**src/rtl/core/stt_pkg.sv**
```systemverilog
// ----------------------------------------------------------------------------
// stt_pkg: shared codes for the source text tokenizer
// result kinds, scan mode codes, character constants and character classes
// ----------------------------------------------------------------------------
package stt_pkg;

  // result kinds
  localparam logic [2:0] KIND_INT     = 3'd0;
  localparam logic [2:0] KIND_FLOAT   = 3'd1;
  localparam logic [2:0] KIND_SYMBOL  = 3'd2;
  localparam logic [2:0] KIND_STRING  = 3'd3;
  localparam logic [2:0] KIND_IDENT   = 3'd4;
  localparam logic [2:0] KIND_END     = 3'd5;
  localparam logic [2:0] KIND_PAYLOAD = 3'd6;
  localparam logic [2:0] KIND_ERROR   = 3'd7;

  // error codes
  localparam logic ERR_INVALID_CHAR = 1'b0;
  localparam logic ERR_UNTERMINATED = 1'b1;

  // scan mode codes
  localparam logic [2:0] MODE_IDLE    = 3'd0;
  localparam logic [2:0] MODE_NUMBER  = 3'd1;
  localparam logic [2:0] MODE_IDENT   = 3'd2;
  localparam logic [2:0] MODE_STRING  = 3'd3;
  localparam logic [2:0] MODE_ESCAPE  = 3'd4;
  localparam logic [2:0] MODE_PENDING = 3'd5;

  // register indexes
  localparam logic REG_PAIR_FIRST  = 1'b0;
  localparam logic REG_PAIR_SECOND = 1'b1;

  localparam logic [15:0] PAIR_FIRST_RESET  = 16'h403D;
  localparam logic [15:0] PAIR_SECOND_RESET = 16'h3A3D;

  localparam logic [30:0]   VALUE_MAX  = 31'h7FFF_FFFF;

  // characters
  localparam logic [7:0] CHAR_TAB        = 8'h09;
  localparam logic [7:0] CHAR_NEWLINE    = 8'h0A;
  localparam logic [7:0] CHAR_SPACE      = 8'h20;
  localparam logic [7:0] CHAR_QUOTE      = 8'h22;
  localparam logic [7:0] CHAR_DOT        = 8'h2E;
  localparam logic [7:0] CHAR_ZERO       = 8'h30;
  localparam logic [7:0] CHAR_BACKSLASH  = 8'h5C;
  localparam logic [7:0] CHAR_UNDERSCORE = 8'h5F;
  localparam logic [7:0] CHAR_LOWER_N    = 8'h6E;

  function automatic logic is_digit(input logic [7:0] c);
    return (c >= 8'h30) && (c <= 8'h39);
  endfunction

  function automatic logic is_alpha(input logic [7:0] c);
    return ((c >= 8'h41) && (c <= 8'h5A)) || ((c >= 8'h61) && (c <= 8'h7A));
  endfunction

  // punctuation set: all printable non-alphanumerics except the space and the double quote
  function automatic logic is_symbol(input logic [7:0] c);
    return (c == 8'h21) ||
           ((c >= 8'h23) && (c <= 8'h2F)) ||
           ((c >= 8'h3A) && (c <= 8'h40)) ||
           ((c >= 8'h5B) && (c <= 8'h60)) ||
           ((c >= 8'h7B) && (c <= 8'h7E));
  endfunction

endpackage

```
**src/rtl/core/source_text_tokenizer_unit.sv**
```systemverilog
// ----------------------------------------------------------------------------
// source_text_tokenizer_unit: streaming lexical tokenizer
// one source character per item in, token, payload and error results out
// ----------------------------------------------------------------------------
// - slave stream: s_axis_tdata[7:0] is the source char; s_axis_tlast ends the
//   source (char ignored), restarts positions at line 1, column 1 and,
//   unless halted or in a string, flushes pending token and sends end token
// - master stream: m_axis_tuser is the result kind, m_axis_tlast marks the
//   final result caused by one input item
// - apb: register 0 at address 0 and register 1 at address 4 hold the two
//   combined symbols (high byte first); write only while the block is idle
// - flow: an accepted item is scanned out of the input register into the
//   4-entry result queue, and its results go out from the queue head
// - throughput: one item per cycle while the receiver keeps up and the queue
//   has room for two results; the queue drains one result per ready cycle
// - the input register advances only with room for two results queued; a
//   stalled receiver fills the queue and then holds tready low
// - reset empties the queue and input register, loads the default pairs and
//   returns the scanner to line 1, column 1 with no token pending
module source_text_tokenizer_unit #(
  parameter int unsigned LINE_BITS   = 16,
  parameter int unsigned COLUMN_BITS = 16
) (
  input  logic        clk_i,
  input  logic        rst_ni,

  // source stream
  input  logic        s_axis_tvalid,
  output logic        s_axis_tready,
  input  logic [7:0]  s_axis_tdata,   // char_in
  input  logic        s_axis_tlast,   // end_of_source

  // result stream
  output logic        m_axis_tvalid,
  input  logic        m_axis_tready,
  // token_line, token_column, int_value, int_saturated, symbol_first,
  // symbol_second, payload_char, error_code, zero fill
  output logic [((LINE_BITS + COLUMN_BITS + 57 + 7) / 8) * 8 - 1:0] m_axis_tdata,
  output logic [2:0]  m_axis_tuser,   // kind
  output logic        m_axis_tlast,   // last_of_run

  // configuration
  input  logic        psel,
  input  logic        penable,
  input  logic        pwrite,
  input  logic [2:0]  paddr,
  input  logic [31:0] pwdata,
  output logic [31:0] prdata,
  output logic        pready
);

  localparam int unsigned OUT_BITS = ((LINE_BITS + COLUMN_BITS + 57 + 7) / 8) * 8;
  localparam int unsigned DEPTH    = 4;
  localparam int unsigned PTR_BITS = $clog2(DEPTH);
  localparam int unsigned CNT_BITS = $clog2(DEPTH + 1);

  typedef struct packed {
    logic [2:0]             kind;
    logic [LINE_BITS-1:0]   line;
    logic [COLUMN_BITS-1:0] column;
    logic [30:0]            int_value;
    logic                   int_sat;
    logic [7:0]             sym_first;
    logic [7:0]             sym_second;
    logic [7:0]             pay_char;
    logic                   err_code;
    logic                   last;
  } result_t;

  function automatic result_t mk_result(input logic [2:0] kind,
                                        input logic [LINE_BITS-1:0] line,
                                        input logic [COLUMN_BITS-1:0] column);
    result_t r;
    r        = '0;
    r.kind   = kind;
    r.line   = line;
    r.column = column;
    return r;
  endfunction

  // ---------------------------------------------------------------------------
  // configuration registers
  // ---------------------------------------------------------------------------
  logic [15:0] pair_first_q, pair_second_q;
  logic        cfg_wr;

  assign pready = 1'b1;
  assign cfg_wr = psel && penable && pwrite;
  // byte lanes below the word address are not decoded
  assign prdata = (paddr[2] == stt_pkg::REG_PAIR_SECOND) ? {16'h0000, pair_second_q}
                                                          : {16'h0000, pair_first_q};

  always_ff @(posedge clk_i or negedge rst_ni) begin
    if (!rst_ni) begin
      pair_first_q  <= stt_pkg::PAIR_FIRST_RESET;
      pair_second_q <= stt_pkg::PAIR_SECOND_RESET;
    end else if (cfg_wr) begin
      if (paddr[2] == stt_pkg::REG_PAIR_FIRST) begin
        pair_first_q <= pwdata[15:0];
      end else begin
        pair_second_q <= pwdata[15:0];
      end
    end
  end

  // ---------------------------------------------------------------------------
  // input register
  // ---------------------------------------------------------------------------
  logic          in_valid_q;
  logic [7:0]    in_char_q;
  logic          in_last_q;
  logic          consume;
  logic [CNT_BITS-1:0] count_q, count_d;

  // room for two results, judged on the registered fill only
  assign consume       = in_valid_q && (count_q <= CNT_BITS'(DEPTH - 2));
  assign s_axis_tready = !in_valid_q || consume;

  always_ff @(posedge clk_i or negedge rst_ni) begin
    if (!rst_ni) begin
      in_valid_q <= 1'b0;
    end else if (s_axis_tready) begin
      in_valid_q <= s_axis_tvalid;
    end
  end

  always_ff @(posedge clk_i) begin
    if (s_axis_tvalid && s_axis_tready) begin
      in_char_q <= s_axis_tdata;
      in_last_q <= s_axis_tlast;
    end
  end

  // ---------------------------------------------------------------------------
  // scanner state
  // ---------------------------------------------------------------------------
  logic [2:0]             mode_q, mode_d;
  logic                   saw_dot_q, saw_dot_d;
  logic [30:0]            acc_q, acc_d;
  logic                   ovf_q, ovf_d;
  logic [7:0]             held_q, held_d;
  logic [LINE_BITS-1:0]   start_line_q, start_line_d, cur_line_q, cur_line_d;
  logic [COLUMN_BITS-1:0] start_col_q, start_col_d, cur_col_q, cur_col_d;
  logic                   halted_q, halted_d;

  result_t    res_a, res_b, flush_res, out0, out1;
  logic       a_v, b_v, flush_v;
  logic       run_idle, do_flush, newline;
  logic [34:0] acc_next;
  logic [1:0]  push_n;
  logic [7:0]  c;

  assign c        = in_char_q;
  // acc*10 + digit, checked against the 31-bit ceiling
  assign acc_next = {1'b0, acc_q, 3'b000} + {3'b000, acc_q, 1'b0} +
                    {31'd0, c[3:0] - stt_pkg::CHAR_ZERO[3:0]};

  always_comb begin
    mode_d       = mode_q;
    saw_dot_d    = saw_dot_q;
    acc_d        = acc_q;
    ovf_d        = ovf_q;
    held_d       = held_q;
    start_line_d = start_line_q;
    start_col_d  = start_col_q;
    cur_line_d   = cur_line_q;
    cur_col_d    = cur_col_q;
    halted_d     = halted_q;
    res_a        = '0;
    res_b        = '0;
    a_v          = 1'b0;
    b_v          = 1'b0;
    run_idle     = 1'b0;
    do_flush     = 1'b0;
    newline      = 1'b0;

    // token closed by whatever ends the current run
    flush_res = '0;
    flush_v   = 1'b0;
    case (mode_q)
      stt_pkg::MODE_NUMBER: begin
        flush_v = 1'b1;
        if (saw_dot_q) begin
          flush_res = mk_result(stt_pkg::KIND_FLOAT, start_line_q, start_col_q);
        end else begin
          flush_res           = mk_result(stt_pkg::KIND_INT, start_line_q, start_col_q);
          flush_res.int_value = acc_q;
          flush_res.int_sat   = ovf_q;
        end
      end
      stt_pkg::MODE_IDENT: begin
        flush_v   = 1'b1;
        flush_res = mk_result(stt_pkg::KIND_IDENT, start_line_q, start_col_q);
      end
      stt_pkg::MODE_PENDING: begin
        flush_v             = 1'b1;
        flush_res           = mk_result(stt_pkg::KIND_SYMBOL, start_line_q, start_col_q);
        flush_res.sym_first = held_q;
      end
      default: begin
        flush_v = 1'b0;
      end
    endcase

    if (in_last_q) begin
      if (halted_q) begin
        halted_d = 1'b0;
      end else if (mode_q == stt_pkg::MODE_STRING || mode_q == stt_pkg::MODE_ESCAPE) begin
        a_v            = 1'b1;
        res_a          = mk_result(stt_pkg::KIND_ERROR, start_line_q, start_col_q);
        res_a.err_code = stt_pkg::ERR_UNTERMINATED;
      end else begin
        a_v   = flush_v;
        res_a = flush_res;
        b_v   = 1'b1;
        res_b = mk_result(stt_pkg::KIND_END, cur_line_q, cur_col_q);
      end
      mode_d       = stt_pkg::MODE_IDLE;
      saw_dot_d    = 1'b0;
      acc_d        = '0;
      ovf_d        = 1'b0;
      held_d       = '0;
      start_line_d = LINE_BITS'(1);
      start_col_d  = COLUMN_BITS'(1);
      cur_line_d   = LINE_BITS'(1);
      cur_col_d    = COLUMN_BITS'(1);
    end else if (!halted_q) begin
      case (mode_q)
        stt_pkg::MODE_NUMBER: begin
          if (stt_pkg::is_digit(c) || c == stt_pkg::CHAR_DOT) begin
            if (c == stt_pkg::CHAR_DOT) begin
              saw_dot_d = 1'b1;
            end else if (acc_next > {4'd0, stt_pkg::VALUE_MAX}) begin
              acc_d = stt_pkg::VALUE_MAX;
              ovf_d = 1'b1;
            end else begin
              acc_d = acc_next[30:0];
            end
            a_v            = 1'b1;
            res_a          = mk_result(stt_pkg::KIND_PAYLOAD, start_line_q, start_col_q);
            res_a.pay_char = c;
          end else begin
            do_flush = 1'b1;
            run_idle = 1'b1;
          end
        end
        stt_pkg::MODE_IDENT: begin
          if (stt_pkg::is_alpha(c) || c == stt_pkg::CHAR_UNDERSCORE) begin
            a_v            = 1'b1;
            res_a          = mk_result(stt_pkg::KIND_PAYLOAD, start_line_q, start_col_q);
            res_a.pay_char = c;
          end else begin
            do_flush = 1'b1;
            run_idle = 1'b1;
          end
        end
        stt_pkg::MODE_PENDING: begin
          if ({held_q, c} == pair_first_q || {held_q, c} == pair_second_q) begin
            a_v              = 1'b1;
            res_a            = mk_result(stt_pkg::KIND_SYMBOL, start_line_q, start_col_q);
            res_a.sym_first  = held_q;
            res_a.sym_second = c;
            mode_d           = stt_pkg::MODE_IDLE;
          end else begin
            do_flush = 1'b1;
            run_idle = 1'b1;
          end
        end
        stt_pkg::MODE_STRING: begin
          if (c == stt_pkg::CHAR_QUOTE) begin
            a_v    = 1'b1;
            res_a  = mk_result(stt_pkg::KIND_STRING, start_line_q, start_col_q);
            mode_d = stt_pkg::MODE_IDLE;
          end else if (c == stt_pkg::CHAR_BACKSLASH) begin
            mode_d = stt_pkg::MODE_ESCAPE;
          end else begin
            a_v            = 1'b1;
            res_a          = mk_result(stt_pkg::KIND_PAYLOAD, start_line_q, start_col_q);
            res_a.pay_char = c;
          end
        end
        stt_pkg::MODE_ESCAPE: begin
          mode_d         = stt_pkg::MODE_STRING;
          a_v            = 1'b1;
          res_a          = mk_result(stt_pkg::KIND_PAYLOAD, start_line_q, start_col_q);
          res_a.pay_char = c;
          if (c == stt_pkg::CHAR_LOWER_N) begin
            res_a.pay_char = stt_pkg::CHAR_NEWLINE;
          end else if (c != stt_pkg::CHAR_BACKSLASH && c != stt_pkg::CHAR_QUOTE) begin
            // unknown escape keeps the backslash and the char
            res_a.pay_char = stt_pkg::CHAR_BACKSLASH;
            b_v            = 1'b1;
            res_b          = mk_result(stt_pkg::KIND_PAYLOAD, start_line_q, start_col_q);
            res_b.pay_char = c;
          end
        end
        default: begin
          run_idle = 1'b1;
        end
      endcase

      if (do_flush) begin
        a_v    = flush_v;
        res_a  = flush_res;
        mode_d = stt_pkg::MODE_IDLE;
      end

      // fresh scan of the char from the idle mode, result goes second
      if (run_idle) begin
        mode_d = stt_pkg::MODE_IDLE;
        if (stt_pkg::is_digit(c)) begin
          mode_d         = stt_pkg::MODE_NUMBER;
          saw_dot_d      = 1'b0;
          ovf_d          = 1'b0;
          acc_d          = {27'd0, c[3:0] - stt_pkg::CHAR_ZERO[3:0]};
          start_line_d   = cur_line_q;
          start_col_d    = cur_col_q;
          b_v            = 1'b1;
          res_b          = mk_result(stt_pkg::KIND_PAYLOAD, cur_line_q, cur_col_q);
          res_b.pay_char = c;
        end else if (stt_pkg::is_symbol(c)) begin
          start_line_d = cur_line_q;
          start_col_d  = cur_col_q;
          if (c == pair_first_q[15:8] || c == pair_second_q[15:8]) begin
            held_d = c;
            mode_d = stt_pkg::MODE_PENDING;
          end else begin
            b_v             = 1'b1;
            res_b           = mk_result(stt_pkg::KIND_SYMBOL, cur_line_q, cur_col_q);
            res_b.sym_first = c;
          end
        end else if (c == stt_pkg::CHAR_QUOTE) begin
          mode_d       = stt_pkg::MODE_STRING;
          start_line_d = cur_line_q;
          start_col_d  = cur_col_q;
        end else if (stt_pkg::is_alpha(c)) begin
          mode_d         = stt_pkg::MODE_IDENT;
          start_line_d   = cur_line_q;
          start_col_d    = cur_col_q;
          b_v            = 1'b1;
          res_b          = mk_result(stt_pkg::KIND_PAYLOAD, cur_line_q, cur_col_q);
          res_b.pay_char = c;
        end else if (c == stt_pkg::CHAR_SPACE || c == stt_pkg::CHAR_TAB) begin
          b_v = 1'b0;
        end else if (c == stt_pkg::CHAR_NEWLINE) begin
          newline = 1'b1;
        end else begin
          b_v            = 1'b1;
          res_b          = mk_result(stt_pkg::KIND_ERROR, cur_line_q, cur_col_q);
          res_b.err_code = stt_pkg::ERR_INVALID_CHAR;
          halted_d       = 1'b1;
        end
      end

      // saturating position counters
      if (newline) begin
        cur_line_d = (cur_line_q == '1) ? cur_line_q : cur_line_q + LINE_BITS'(1);
        cur_col_d  = COLUMN_BITS'(1);
      end else begin
        cur_col_d  = (cur_col_q == '1) ? cur_col_q : cur_col_q + COLUMN_BITS'(1);
      end
    end

    // pack results in order, mark the final one
    out0      = a_v ? res_a : res_b;
    out1      = res_b;
    out0.last = !(a_v && b_v);
    out1.last = 1'b1;
    push_n    = {1'b0, a_v} + {1'b0, b_v};
  end

  always_ff @(posedge clk_i or negedge rst_ni) begin
    if (!rst_ni) begin
      mode_q       <= stt_pkg::MODE_IDLE;
      saw_dot_q    <= 1'b0;
      acc_q        <= '0;
      ovf_q        <= 1'b0;
      held_q       <= '0;
      start_line_q <= LINE_BITS'(1);
      start_col_q  <= COLUMN_BITS'(1);
      cur_line_q   <= LINE_BITS'(1);
      cur_col_q    <= COLUMN_BITS'(1);
      halted_q     <= 1'b0;
    end else if (consume) begin
      mode_q       <= mode_d;
      saw_dot_q    <= saw_dot_d;
      acc_q        <= acc_d;
      ovf_q        <= ovf_d;
      held_q       <= held_d;
      start_line_q <= start_line_d;
      start_col_q  <= start_col_d;
      cur_line_q   <= cur_line_d;
      cur_col_q    <= cur_col_d;
      halted_q     <= halted_d;
    end
  end

  // ---------------------------------------------------------------------------
  // result queue
  // ---------------------------------------------------------------------------
  result_t             queue_q [DEPTH];
  logic [PTR_BITS-1:0] wr_ptr_q, rd_ptr_q;
  logic [1:0]          push_cnt;
  logic                pop;
  result_t             head;

  assign push_cnt      = consume ? push_n : 2'd0;
  assign pop           = m_axis_tvalid && m_axis_tready;
  assign count_d       = count_q + CNT_BITS'(push_cnt) - CNT_BITS'(pop);
  assign head          = queue_q[rd_ptr_q];
  assign m_axis_tvalid = (count_q != '0);
  assign m_axis_tuser  = head.kind;
  assign m_axis_tlast  = head.last;
  assign m_axis_tdata  = OUT_BITS'({head.err_code, head.pay_char, head.sym_second,
                                    head.sym_first, head.int_sat, head.int_value,
                                    head.column, head.line});

  always_ff @(posedge clk_i or negedge rst_ni) begin
    if (!rst_ni) begin
      wr_ptr_q <= '0;
      rd_ptr_q <= '0;
      count_q  <= '0;
    end else begin
      wr_ptr_q <= wr_ptr_q + PTR_BITS'(push_cnt);
      rd_ptr_q <= rd_ptr_q + PTR_BITS'(pop);
      count_q  <= count_d;
    end
  end

  always_ff @(posedge clk_i) begin
    if (push_cnt != 2'd0) begin
      queue_q[wr_ptr_q] <= out0;
    end
    if (push_cnt == 2'd2) begin
      queue_q[wr_ptr_q + PTR_BITS'(1)] <= out1;
    end
  end

  // ---------------------------------------------------------------------------
  // assertions
  // ---------------------------------------------------------------------------
  a_queue_bound : assert property (@(posedge clk_i) disable iff (!rst_ni)
    count_q <= CNT_BITS'(DEPTH))
    else $error("result queue overfilled");

  a_halt_idle : assert property (@(posedge clk_i) disable iff (!rst_ni)
    halted_q |-> (mode_q == stt_pkg::MODE_IDLE))
    else $error("scanner halted with a token in progress");

  a_pending_held : assert property (@(posedge clk_i) disable iff (!rst_ni)
    (mode_q == stt_pkg::MODE_PENDING) |-> stt_pkg::is_symbol(held_q))
    else $error("pending mode without a held symbol");

  a_stall_full : assert property (@(posedge clk_i) disable iff (!rst_ni)
    !s_axis_tready |-> (in_valid_q && count_q > CNT_BITS'(DEPTH - 2)))
    else $error("input stalled while the queue had room");

endmodule

```
**config.mk**
```make
export PLATFORM = sky130hd
export DESIGN_NAME = source_text_tokenizer_unit
export DESIGN_NICKNAME = d
export VERILOG_FILES = /design/src/rtl/core/stt_pkg.sv /design/src/rtl/core/source_text_tokenizer_unit.sv
export SDC_FILE = /design/constraint.sdc
export NUM_CORES = 1
export LEC_CHECK = 0
export ABC_AREA = 0
export BUFFER_PORTS_ARGS = -buffer_cell sky130_fd_sc_hd__buf_2
export CORE_MARGIN = 5
export CORE_UTILIZATION = 30
export DETAILED_ROUTE_END_ITERATION = 12
export SETUP_SLACK_MARGIN = 0.3
export SYNTH_ARGS = -nofsm -noshare
export SYNTH_HDL_FRONTEND = slang
export SYNTH_SLANG_ARGS = --single-unit
```
**constraint.sdc**
```tcl
create_clock -name clk_i -period 11.5 [get_ports clk_i]
set_input_delay 2.3 -clock clk_i [delete_from_list [all_inputs] [get_ports clk_i]]
set_output_delay 2.3 -clock clk_i [all_outputs]
set_load 0.01 [all_outputs]
```
======== Word level (Yosys, flattened, before mapping) ========
Memory sizes are Yosys's and may differ from the RTL's.
Cells that the tools add are included.
operators by class
  add/subtract/negate cells ............... 10
  multiply operators ...................... 0
  div/mod/pow operators ................... 0
  magnitude comparators ................... 16
  eq/ne operators ......................... 29
  shift-type cells ........................ 0
  muxes and demuxes ....................... 155
  bitwise gates (word level) .............. 1
  reductions and logical operators ........ 46
operators with widths
  cell                                                                count
  2-to-1 mux 93 bit                                                   25
  one-hot mux 93 bit (5 select lines)                                 1
  2-to-1 mux 16 bit                                                   23
  one-hot mux 93 bit (3 select lines)                                 1
  2-to-1 mux 31 bit                                                   8
  2-to-1 mux 92 bit                                                   1
  2-to-1 mux 91 bit                                                   1
  2-to-1 mux 1 bit                                                    70
  2-to-1 mux 8 bit                                                    8
  less-or-equal comparator 8 x 7 -> 1 bit (second input constant)     5
  adder 34 x 32 -> 35 bit                                             1
  adder 35 x 4 -> 35 bit                                              1
  greater-than comparator 35 x 31 -> 1 bit (second input constant)    1
  adder 16 x 1 -> 16 bit (second input constant)                      2
  == test 16 bit                                                      2
  == test 16 bit (second input constant)                              2
  == test 8 x 6 -> 1 bit (second input constant)                      4
  greater-or-equal comparator 8 x 7 -> 1 bit (second input constant)  4
  2-to-1 mux 3 bit                                                    10
  == test 8 x 7 -> 1 bit (second input constant)                      3
  greater-or-equal comparator 8 x 6 -> 1 bit (second input constant)  3
  == test 8 x 4 -> 1 bit (second input constant)                      2
  == test 8 bit                                                       2
  less-or-equal comparator 8 x 6 -> 1 bit (second input constant)     2
  other kinds (37)                                                    75
storage, ports and cells
  register bits ........................... 158
  bits in latches ......................... 0
  memory bits (writable) .................. 372
  ROM bits ................................ 0
  input port bits ......................... 51
  output and inout port bits .............. 135
  word-level logic and storage cells ...... 276
  memories kept ........................... 1
memories
  memory   words  bits a word  rd ports  clocked after memory_dff  wr ports  line                               source
  queue_q  4      93           1         0                         2         source_text_tokenizer_unit.sv:401  result_t queue_q [DEPTH];

======== Depth between registers and ports, before layout ========
  depth after elaboration ................. 19
  depth in mapped cells ................... 21
  depth with buffers taken out ............ 17

======== Worst setup path after synthesis ========
OpenSTA, ideal clock, no wires.
  path type ............................... input to output
  start point ............................. input port paddr[2]
  end point ............................... output port prdata[10]
  arrival time ............................ 3.333 ns
  required time ........................... 9.200 ns
  slack ................................... 5.867 ns
  stages .................................. 3
  path through ............................ clkbuf_1 buf_1 mux2_2
on the way
  longest elaborated chain between the ends .. 1
ends and longest elaborated chain
  item               line                              source
  from (decl)        source_text_tokenizer_unit.sv:46  input logic [2:0] paddr,
  2-to-1 mux 16 bit  source_text_tokenizer_unit.sv:90  assign prdata = (paddr[2] == stt_pkg::REG_PAIR_SECOND) ? {16'h0000, pair_second_q}
  to (decl)          source_text_tokenizer_unit.sv:48  output logic [31:0] prdata,
No other way between the ends.

==> metrics.yaml <==
run_status:
  outcome: "finished, final reports clean"
yosys:
  ys.flop_type: "edfxtp_1"
  synth_area_leaders: "edfxtp_1 (25%), dfxtp_1 (13%), dfrtp_1 (13%), mux4_2 (8.1%), nand2_1 (5.9%)"
  synth_common_cells: "nand2_1 (408), o21ai_0 (273), edfxtp_1 (213), dfxtp_1 (168), a22o_1 (151)"
  synth_seq_area_share_pct: 52.0
  ys_warn_count: 0
  async_reset_ff_share_pct: 28.1
  synth-seq-cells: 530
  yosys.cell_types.count: 80
  synth_area_sq_um: 26000
  synth_top_cell_area_share_pct: 24.6
  synth_top_area_cell: "edfxtp_1"
  synth-edff-count: 213
  synth_cells: 2384
  synth_most_common_cell: "nand2_1"
  avgSynthCellArea_sq_um: 10.9
floorplan:
  coreArea_sq_um: 86300
  rows: 108
  initial_utilization_pct: 30.1
  die_h_microns: 304
  ios: 186
  dieArea_sq_um: 92600
  die_width_microns: 304
worst_setup_path:
  end_kind: "flip-flop"
  cp-start-kind: "flip-flop"
  required_ns: 11.96
  crit_slowest_cell: "and2_1"
  r2r_start: "c[6]"
  ff2ff_path_depth: 20
  worstPathMaxFanout: 52
  max_stage_delay_ns: 0.87
  r2r-end: "queue_q[1][0]"
  rrSetupSlack_ns: 5.09
  path_class: "reg2reg"
  startpoint: "c[6]"
  crit_chain: "buf_4 -> or4b_1 -> nor3_1 -> o21ai_0 -> a21oi_1 -> o21ai_2 -> o21a_1 -> o21ai_0 -> nand2_1 -> ha_1 -> o21ai_0 -> nor2_1 -> nand2_1 -> buf_4 -> and2_1 -> buf_4 -> clkinv_2 -> buf_4 -> nor2_1 -> a21oi_1"
  cp_common_cell: "buf_4"
  critPathArrivalTime_ns: 6.86
  crit_end: "queue_q[1][0]"
power_and_ir_drop:
  vdd_ir_drop_max_mv: 0.145
  p_clk_share_pct: 32.0
  comb_power_share_pct: 27.6
  power.density_nw_per_um2: 199
  internal_power_mw: 3.89
  p_leak_nw: 11.3
  switching_share_pct: 34.3
  seq_power_share_pct: 40.3
  total_power_mw: 5.92
  p_switching_mw: 2.03
clock_network:
  clock_latency_ns: 0.65
  cts.clk_slew.worst_paths_ns: 0.06
  cts-root-buf: "clkbuf_16"
  clock_path_buffers: 3
  post_cts_buffers: 0
  cts.sinks: 530
  holdBufCountCts: 0
  cts_tree: "yes"
  cts_made_buffers: 56
  cts_max_level: 2
  cts_resized: 0
sta:
  final.min_clock_period_ns: 6.41
  hold_viol: 0
  rsz0062_at_grt: "false"
  setup_violations: 0
  tns_ns: 0
  drv_slew: 0
  tightest_slew_ns: 1.19
  clock.fmax_mhz: 156
  skew_ns: 0.0785
  relSlewSlack_pct: 20.3
  fin_crit_sh_pct: 55.7
cells_and_area:
  drive_gt1_share_pct: 18.6
  nNetsFinal: 2594
  fin_util_pct: 34.5
  areaGrowthSynthToFinish_pct: 14.6
  final_area_sq_um: 29800
drt:
  post-route-drc-count: 0
  num_vias: 19100
  drt-vias-per-instance: 5.21
  wl_per_cell_microns: 20.0
  drtIter0Drc: 1651
  firstDrtPassIters: 5
  postRouteAntennaNets: 0
  drt-total-wl_mm: 73.5
place:
  portBuffers: 143
  hpwlAfterDp_mm: 45.9
  gp_congestion: 0.841
  placed_area_sq_um: 27800
global_routing:
  grt_overflow: 0
  grtUsageTotal_pct: 15.3
  antenna_found_initial: 5
  grt_pass1_vias: 19200
  grt_pass1_wl_mm: 114
  grt_max_degree: 63
min_path:
  worstHoldPathType: "reg2reg"
job:
  maxCapViolCount: 0
==> worst min-delay path by stage <==
stage,start,end,slack [ns],cells past startpoint
5_1_grt,queue_q[1][32],queue_q[1][32],0.49,1
6_report,queue_q[2][13],queue_q[2][13],0.46,2
4_1_cts,queue_q[0][11],queue_q[0][11],0.46,2
2_1_floorplan,queue_q[2][11],queue_q[2][11],0.42,2
3_3_place_gp,queue_q[2][12],queue_q[2][12],0.44,2
3_5_place_dp,queue_q[0][11],queue_q[0][11],0.44,2
==> worst max-delay path, delay by kind of cell (launching register included) <==
family | cells | cell delay, ns
AO/OA/AOI/OAI | 7 | 1.42
buffers and inverters | 5 | 1.56
AND/OR/NAND/NOR | 7 | 2.40
adder cells (fa/ha/maj) | 1 | 0.37
flip-flops | 1 | 0.43
==> registers in the layout, indices dropped and copies added, names as in the netlist, 2 cells and up <==
register       flops
start_line_q      16
rd_ptr_q           2
c                  8
pair_first_q      16
start_col_q       16
mode_q             3
count_q            3
acc_q             31
wr_ptr_q           2
queue_q          372
held_q             8
cur_col_q         16
pair_second_q     16
cur_line_q        16
==> layout make-up <==
cell class	instances	area [sq um]
tap	1155	1450
clock buffer	87	1640
clock inverter	19	295
multi-input combinational	1662	11700
inverter	36	139
antenna	1	2.50
timing repair buffer	185	1040
fill	8558	56600
sequential	530	13500
==> layer usage <==
metal,track usage [%],wire length (microns),up-vias
met3,2.45,5260,119
met4,4.62,1970,4
met1,20.4,31000,9402
met2,25.7,35200,699
li1,-,-,8914
met5,0,27,-
==> placed cells by master (no fill, tap or decap), types with 43 or more instances in the layout <==
cell / instances
nand2_1: 408
o21ai_0: 273
edfxtp_1: 213
dfxtp_1: 168
a22o_1: 151
buf_2: 142
dfrtp_1: 128
nor2_1: 104
mux4_2: 93
ha_1: 69
clkbuf_16: 59
xor2_1: 58
a21oi_1: 55
mux2_2: 49
xnor2_1: 43
o22ai_1: 43
==> per-stage QoR <==
stage / setup WS, ns / hold slack, ns / instances
after detailed placement: 5.14 / 0.443 / 3568
after CTS: 5.09 / 0.457 / 3674
after floorplan: 5.87 / 0.420 / 2406
after global routing: 4.57 / 0.485 / 3674
after global placement: 5.12 / 0.437 / 3568
final: 5.09 / 0.460 / 3675
==> cells by family after synthesis <==
logic type | after synthesis | share of synthesized area [%]
compound gates | 626 | 15.6
xor+xnor | 101 | 3.41
fa+ha+maj | 72 | 3.55
buf+inv | 214 | 3.52
flops | 530 | 52.0
mux | 145 | 10.3
other cells | 2 | 0.0289
simple gates | 694 | 11.6
==> power groups by stage <==
stage          logic, mW  registers, mW  clock network [mW]
5_1_grt             1.76           2.42                2.01
3_5_place_dp        1.66           2.43                   0
6_report            1.64           2.39                1.90
4_1_cts             1.66           2.39                1.94
2_1_floorplan       1.12           2.30                   0
3_3_place_gp        1.65           2.42                   0
No activity file was read; power rests on OpenSTA's default activity.
